## config.mk

```make
export PLATFORM = sky130hd
export DESIGN_NAME = jsp_ctrl
export DESIGN_NICKNAME = d
export VERILOG_FILES = /design/src/hdl/jsp_pkg.sv /design/src/hdl/jsp_ctrl.sv
export SDC_FILE = /design/constraint.sdc
export NUM_CORES = 1
export LEC_CHECK = 0
export BUFFER_PORTS_ARGS = -buffer_cell sky130_fd_sc_hd__buf_2
export CAP_MARGIN = 20
export CORE_MARGIN = 2
export CORE_UTILIZATION = 49
export DETAILED_ROUTE_END_ITERATION = 10
export GPL_TIMING_DRIVEN = 0
export HOLD_SLACK_MARGIN = 0.02
export PLACE_DENSITY_LB_ADDON = 0.15
export SLEW_MARGIN = 20
export SYNTH_ARGS = -nofsm -noshare
export SYNTH_HDL_FRONTEND = slang
export SYNTH_SLANG_ARGS = --single-unit
```

## constraint.sdc

```tcl
create_clock -name clk_i -period 2.3 [get_ports clk_i]
set_input_delay 0.46 -clock clk_i [delete_from_list [all_inputs] [get_ports clk_i]]
set_output_delay 0.46 -clock clk_i [all_outputs]
set_load 0.03 [all_outputs]
```

## src/hdl/jsp_pkg.sv

```systemverilog
// Shared types and constants of the Julia set pixel engine.
package jsp_pkg;

  // Pixel coordinate width and configuration port widths.
  localparam int unsigned PIX_W     = 12;
  localparam int unsigned SIDE_W    = 13;
  localparam int unsigned CFG_IDX_W = 3;
  localparam int unsigned CFG_DAT_W = 32;

  // Register indices of the configuration port.
  localparam logic [CFG_IDX_W-1:0] CFG_IMAGE_WIDTH  = 3'd0;
  localparam logic [CFG_IDX_W-1:0] CFG_IMAGE_HEIGHT = 3'd1;
  localparam logic [CFG_IDX_W-1:0] CFG_REAL_LOW     = 3'd2;
  localparam logic [CFG_IDX_W-1:0] CFG_REAL_HIGH    = 3'd3;
  localparam logic [CFG_IDX_W-1:0] CFG_IMAG_LOW     = 3'd4;
  localparam logic [CFG_IDX_W-1:0] CFG_IMAG_HIGH    = 3'd5;

  // Reset values of the configuration registers (window of -1.5 to 1.5).
  localparam logic [SIDE_W-1:0]   RST_SIDE   = 13'd1000;
  localparam logic signed [31:0]  RST_LOW    = -32'sd1572864;
  localparam logic signed [31:0]  RST_HIGH   = 32'sd1572864;

  // Q12.20 limits and the Julia constant c = -0.5 + 0.5i.
  localparam logic [31:0]         Q_MAX_U    = 32'h7FFF_FFFF;
  localparam logic [31:0]         Q_MIN_U    = 32'h8000_0000;
  localparam logic [32:0]         Q_MIN_MAG  = 33'h0_8000_0000;
  localparam logic signed [31:0]  C_RE       = -32'sd524288;
  localparam logic signed [31:0]  C_IM       = 32'sd524288;

  // Escape threshold on |z|^2 in Q24.40.
  localparam logic [63:0]         ESC_LIMIT  = 64'd1000 << 40;

  // Full colour channel value.
  localparam logic [7:0]          COLOUR_FULL = 8'd255;

  // Commands from the controller to the datapath.
  typedef struct packed {
    logic load_px;   // capture the pixel position
    logic map_num;   // form the mapping numerator for the selected axis
    logic div_init;  // load the divider with the numerator magnitude
    logic div_step;  // one restoring division step
    logic store;     // store the saturated quotient as start value
    logic axis;      // 0: real axis, 1: imaginary axis
    logic mul;       // register the three products of z
    logic upd;       // update z from the registered products
    logic out_load;  // load the result register
    logic in_set;    // result flag to load
  } cmd_t;

  // Status from the datapath to the controller.
  typedef struct packed {
    logic escape;    // |z|^2 of the registered products exceeds the limit
  } sts_t;

endpackage

```

## src/hdl/jsp_ctrl.sv

```systemverilog
// Sequencer of the Julia set pixel engine: mapping, division and iteration.
module jsp_ctrl #(
  parameter int unsigned DIV_STEPS  = 45,
  parameter int unsigned MAX_ROUNDS = 1000
) (
  input  logic          clk_i,
  input  logic          rst_ni,
  input  logic          s_tvalid,
  output logic          s_tready,
  output logic          m_tvalid,
  input  logic          m_tready,
  output jsp_pkg::cmd_t cmd_o,
  input  jsp_pkg::sts_t sts_i
);

  localparam int unsigned RW = $clog2(MAX_ROUNDS + 1);
  localparam int unsigned CW = $clog2(DIV_STEPS);

  localparam logic [2:0] S_IDLE  = 3'd0;
  localparam logic [2:0] S_MAP   = 3'd1;
  localparam logic [2:0] S_DINIT = 3'd2;
  localparam logic [2:0] S_DIV   = 3'd3;
  localparam logic [2:0] S_STORE = 3'd4;
  localparam logic [2:0] S_MUL   = 3'd5;
  localparam logic [2:0] S_UPD   = 3'd6;
  localparam logic [2:0] S_FIN   = 3'd7;

  logic [2:0]    state_q, state_d;
  logic          axis_q, axis_d;
  logic [RW-1:0] rnd_q, rnd_d;
  logic [CW-1:0] dcnt_q, dcnt_d;
  logic          set_q, set_d;
  logic          vld_q, vld_d;
  logic          out_free;

  // The result register can take a new item when empty or being drained.
  assign out_free = !vld_q || m_tready;
  assign s_tready = (state_q == S_IDLE);
  assign m_tvalid = vld_q;

  // Next state and command decode.
  always_comb begin
    state_d = state_q;
    axis_d  = axis_q;
    rnd_d   = rnd_q;
    dcnt_d  = dcnt_q;
    set_d   = set_q;
    vld_d   = vld_q && !m_tready;
    cmd_o   = '0;
    cmd_o.axis   = axis_q;
    cmd_o.in_set = set_q;
    case (state_q)
      S_IDLE: begin
        if (s_tvalid) begin
          cmd_o.load_px = 1'b1;
          axis_d  = 1'b0;
          state_d = S_MAP;
        end
      end
      S_MAP: begin
        cmd_o.map_num = 1'b1;
        state_d = S_DINIT;
      end
      S_DINIT: begin
        cmd_o.div_init = 1'b1;
        dcnt_d  = '0;
        state_d = S_DIV;
      end
      S_DIV: begin
        cmd_o.div_step = 1'b1;
        dcnt_d = dcnt_q + CW'(1);
        if (dcnt_q == CW'(DIV_STEPS - 1)) begin
          state_d = S_STORE;
        end
      end
      S_STORE: begin
        cmd_o.store = 1'b1;
        if (!axis_q) begin
          axis_d  = 1'b1;
          state_d = S_MAP;
        end else begin
          rnd_d   = '0;
          state_d = S_MUL;
        end
      end
      S_MUL: begin
        cmd_o.mul = 1'b1;
        state_d = S_UPD;
      end
      S_UPD: begin
        // The escape test applies to z after an update, never to the start value.
        if ((rnd_q != '0) && sts_i.escape) begin
          set_d   = 1'b0;
          state_d = S_FIN;
        end else if (rnd_q == RW'(MAX_ROUNDS)) begin
          set_d   = 1'b1;
          state_d = S_FIN;
        end else begin
          cmd_o.upd = 1'b1;
          rnd_d   = rnd_q + RW'(1);
          state_d = S_MUL;
        end
      end
      S_FIN: begin
        if (out_free) begin
          cmd_o.out_load = 1'b1;
          vld_d   = 1'b1;
          state_d = S_IDLE;
        end
      end
      default: begin
        state_d = S_IDLE;
      end
    endcase
  end

  // Control registers.
  always_ff @(posedge clk_i or negedge rst_ni) begin
    if (!rst_ni) begin
      state_q <= S_IDLE;
      axis_q  <= 1'b0;
      rnd_q   <= '0;
      dcnt_q  <= '0;
      set_q   <= 1'b0;
      vld_q   <= 1'b0;
    end else begin
      state_q <= state_d;
      axis_q  <= axis_d;
      rnd_q   <= rnd_d;
      dcnt_q  <= dcnt_d;
      set_q   <= set_d;
      vld_q   <= vld_d;
    end
  end

endmodule

```

-- Yosys cells after proc, flatten, opt, wreduce, memory -nomap -nowiden
Cells that the tools add are included.
- $add $sub $neg: 2
- eq/ne operators: 15
- multiplexer cells: 30
- reduce and logical (&&, ||, !) cells: 15
- operators by type and width (kind ; number):
    $mux W10 ; 3
    $pmux W3 S8 ; 1
    $pmux W10 S2 ; 1
    $mux W1 ; 17
    $mux W3 ; 5
    $eq A3 B3 Y1 const B ; 4
    $ne A2 B2 Y1 const B ; 6
    $pmux W6 S2 ; 1
    $add A10 B1 Y10 const B ; 1
    $eq A10 B10 Y1 const B ; 1
    $reduce_bool A10 Y1 ; 1
    $reduce_bool A2 Y1 ; 4
    $add A6 B1 Y6 const B ; 1
    $eq A3 B2 Y1 const B ; 2
    $eq A6 B6 Y1 const B ; 1
    $reduce_and A2 Y1 ; 2
    $reduce_and A4 Y1 ; 1
    $eq A3 B1 Y1 const B ; 1
    $logic_not A3 Y1 ; 1
    $reduce_and A3 Y1 ; 1
    $logic_and A1 B1 Y1 ; 2
    $logic_not A1 Y1 ; 2
    $mux W2 ; 1
    $pmux W1 S2 ; 1
    $logic_or A1 B1 Y1 ; 1
- register bits: 22
- bits of input ports: 5
- word-level logic and storage cells: 68

-- Longest topological paths before layout
- word-level depth: 4
- mapped depth: 6
- mapped depth without buffers: 6

-- Least setup slack after synthesis
No wires, ideal clock.
- kind: flip-flop to output port
- start point: reg rnd_q[0]
- end point: out cmd_o[2] (netlist name)
- data arrival time: 1.824 ns
- slack: 0.016 ns
- stages on the path, launching flop included: 6
- cell sequence: dfrtp_1 > inv_1 > ha_1 > or3b_4 > o31a_4 > nor2_1
- RTL lines (item ; line ; text):
    from (decl) ; jsp_ctrl.sv:30 ; logic [RW-1:0] rnd_q, rnd_d;
    from (signal assigned) ; jsp_ctrl.sv:129 ; rnd_q <= rnd_d;
    to (decl) ; jsp_ctrl.sv:12 ; output jsp_pkg::cmd_t cmd_o,

==> impl_metrics.tcl <==
set metrics [dict create \
    wl_per_cell_um 14.7 \
    max_freq_ghz 0.423 \
    syn-num-nets 159 \
    synth_top_family_by_area "simple AND/OR/NAND/NOR gates" \
    grt_pass1_wl_um 5370 \
    drive_gt1_frac 0.266 \
    synth_xor_area_frac 0 \
    status "complete, but fails checks" \
    io_buffers 16 \
    antennaDiodeCount 0 \
    ys_warn_count 0 \
    ys_ff_latch 22 \
    rsz0062_at_grt "true" \
    critical_path.max_stage_delay_ns 0.43 \
    multiInputGateArea_um2 766 \
    core_mm2 0.00269 \
    finalInstanceArea_mm2 0.00161 \
    clock_sinks 22 \
    clk_path_buf_depth 2 \
    syn_inst 150 \
    tightest_slew_ns 0.599 \
    yosysTopAreaCell "dfrtp_1" \
    cts_tree "built" \
    ioPinCount 17 \
    drt_iter0_drc 43 \
    leakagePower_nw 0.737 \
    cp_data_required_time_ns 1.84 \
    layout_setup_ws_ns -0.0657 \
    synth_most_common_cell "dfrtp_1" \
    synth-edff-count 0 \
    worstSetupPathType "flip-flop to output pin" \
    setup_tns_ns -0.0657 \
    finalWeightedCongestion 0.763 \
    finalPower_mw 1.40 \
    period_share 1.03 \
    fill_cells 261 \
    fin_worst_skew_ns 0.00174 \
    netlist_top_cells_count "dfrtp_1 (22), nand2_1 (15), nor3_1 (11)" \
    max_cap_viol_count 0 \
    yosys.area_share.simple 0.277 \
    routed_wl_um 3070 \
    die_h_um 56.4 \
    grt_antenna_before_repair 0 \
    overflow 0 \
    worstPathArrival_ns 1.91 \
    synthMuxAreaShare 0.0539 \
    grt.total_usage 0.210 \
    path_clk_slew_ns 0.13 \
    die_area_mm2 0.00318 \
    synth_area_mm2 0.00135 \
    ir_drop_uv 560 \
    insertion_delay_ns 0.31 \
    grt_pass1_vias 1231 \
    rows 19 \
    initial_core_util 0.501 \
    period_minus_slack_ns 2.37 \
    start_kind "flip-flop" \
    crit_chain "inv_1, ha_1, or3b_4, o31a_4, nor2_4, buf_6" \
    synth_area_per_cell_um2 8.98 \
    synthArstFlopShare 1.00 \
    finalHoldWorstSlack_ns 0.0955 \
    cts_buffers 3 \
    synthAdderAreaFrac 0.0372 \
    max-slew-margin-rel 0.597 \
    crit_fanout 5 \
    via_per_inst 5.89 \
    synthTopCellsByArea "dfrtp_1 (41%), nand2_1 (4.2%), nor3_1 (4.1%), a21oi_1 (3.7%), ha_1 (3.7%)" \
    synth.distinct_cells 40 \
    layout.area.seq_um2 552 \
    violations "setup timing" \
    drv_slew 0 \
    antenna_left 0 \
    nets 187 \
    die_x_um 56.4 \
    hold_viol 0 \
    cp-end-kind "output pin" \
    synth_compound_area_frac 0.170 \
    p_per_area_mw_per_mm2 870 \
    seq_area_frac_synth 0.409 \
    grt_max_degree 23 \
    yosysTopAreaCellShare 0.409 \
    num_vias 1225 \
    area_delta_synth_final_pct 19.2 \
    hold_path_class "primary input to asynchronous set/reset pin" \
    h-tree-depth 1 \
    post_dp_cell_area_mm2 0.00147 \
    setup_violations 1 \
    root_buffer "clkbuf_4" \
    synth_flop_cell "dfrtp_1" \
    dp_hpwl_um 2100 \
    slowest_stage "or3b_4" \
    dr.pass1.iters 4 \
    route.detailed.drc 0 \
]
## per-stage QoR
step                 util  setup WS [ns]  cells
detailed placement  0.545         -0.281    197
CTS                 0.589        -0.0691    208
global placement    0.545         -0.216    197
finish              0.598        -0.0657    208
floorplan               -         0.0159    150
global route        0.598         -0.147    208
## layout by cell type, fill, tap and decap left out, drive strengths merged, types with 3 or more instances in the layout
cell,count
a21oi,10
buf,26
clkbuf,9
dfrtp,22
ha,4
inv,8
mux2i,5
nand2,15
nand3,9
nand4,4
nor2,9
nor3,11
o21ai,7
o31ai,3
or2,3
or3b,3
## final cells by class
class | count | area share
Buffer | 8 | 0.0273
Clock buffer | 4 | 0.0226
Inverter | 8 | 0.0187
Multi-Input combinational cell | 112 | 0.477
Sequential cell | 22 | 0.344
Tap cell | 31 | 0.0242
Timing Repair Buffer | 23 | 0.0865
## critical path: cells and delay by family (launching register included)
kind / cells / cell delay [ns]
adders and majority gates: 1 / 0.16
AOI/OAI and AO/OA: 1 / 0.31
buffers and inverters: 2 / 0.19
DFF: 1 / 0.40
and+or+nand+nor: 2 / 0.53
## state kept, by name (all words and copies together), names as in the netlist
name / flops
rnd_q: 10
set_q: 1
state_q: 3
m_tvalid: 1
axis_q: 1
dcnt_q: 6
## report_power, final
group / internal [mW] / switching, mW
logic: 0.246 / 0.357
clock network: 0.0966 / 0.127
registers: 0.479 / 0.0916
## worst paths after layout
| path | from | to | slack [ns] | cells past startpoint |
|---|---|---|---|---|
| hold reg to reg | set_q$_DFFE_PN0P_ | set_q$_DFFE_PN0P_ | 0.52 | 2 |
| max in group asynchronous | rst_ni | rnd_q[3]$_DFFE_PN0P_ | 1.84 | 1 |
| min in group clk_i | m_tready | m_tvalid$_DFF_PN0_ | 0.43 | 3 |
| setup reg to reg | rnd_q[0]$_DFFE_PN0P_ | rnd_q[5]$_DFFE_PN0P_ | 0.05 | 7 |
| setup / recovery | rnd_q[0]$_DFFE_PN0P_ | cmd_o[2] | -0.07 | 6 |
| hold / removal | rst_ni | rnd_q[2]$_DFFE_PN0P_ | 0.1 | 1 |
## cell families (layout without fill, tap and decap cells)
logic type	count (synthesis)	after routing
flip-flops	22	22
adder cells (fa/ha/maj)	4	4
AO/OA/AOI/OAI	32	32
AND/OR/NAND/NOR	69	69
buffers and inverters	16	43
multiplexers	7	7
## layer usage
metal / track usage / wire length (µm) / vias up
li1: - / - / 602
met1: 0.269 / 1360 / 596
met2: 0.358 / 1570 / 25
met3: 0.0230 / 117 / 2
met4: 0.0884 / 17 / 0
met5: 0 / 0 / -
## what timing repair did
item                       in CTS  in global routing
pin swaps                       3                  1
gates cloned                    0                  0
resized for setup               7                  6
setup endpoints to repair       3                  7
buffers inserted                7                  0
hold buffers                    0                  0
Power figures use the tool's default switching activity.
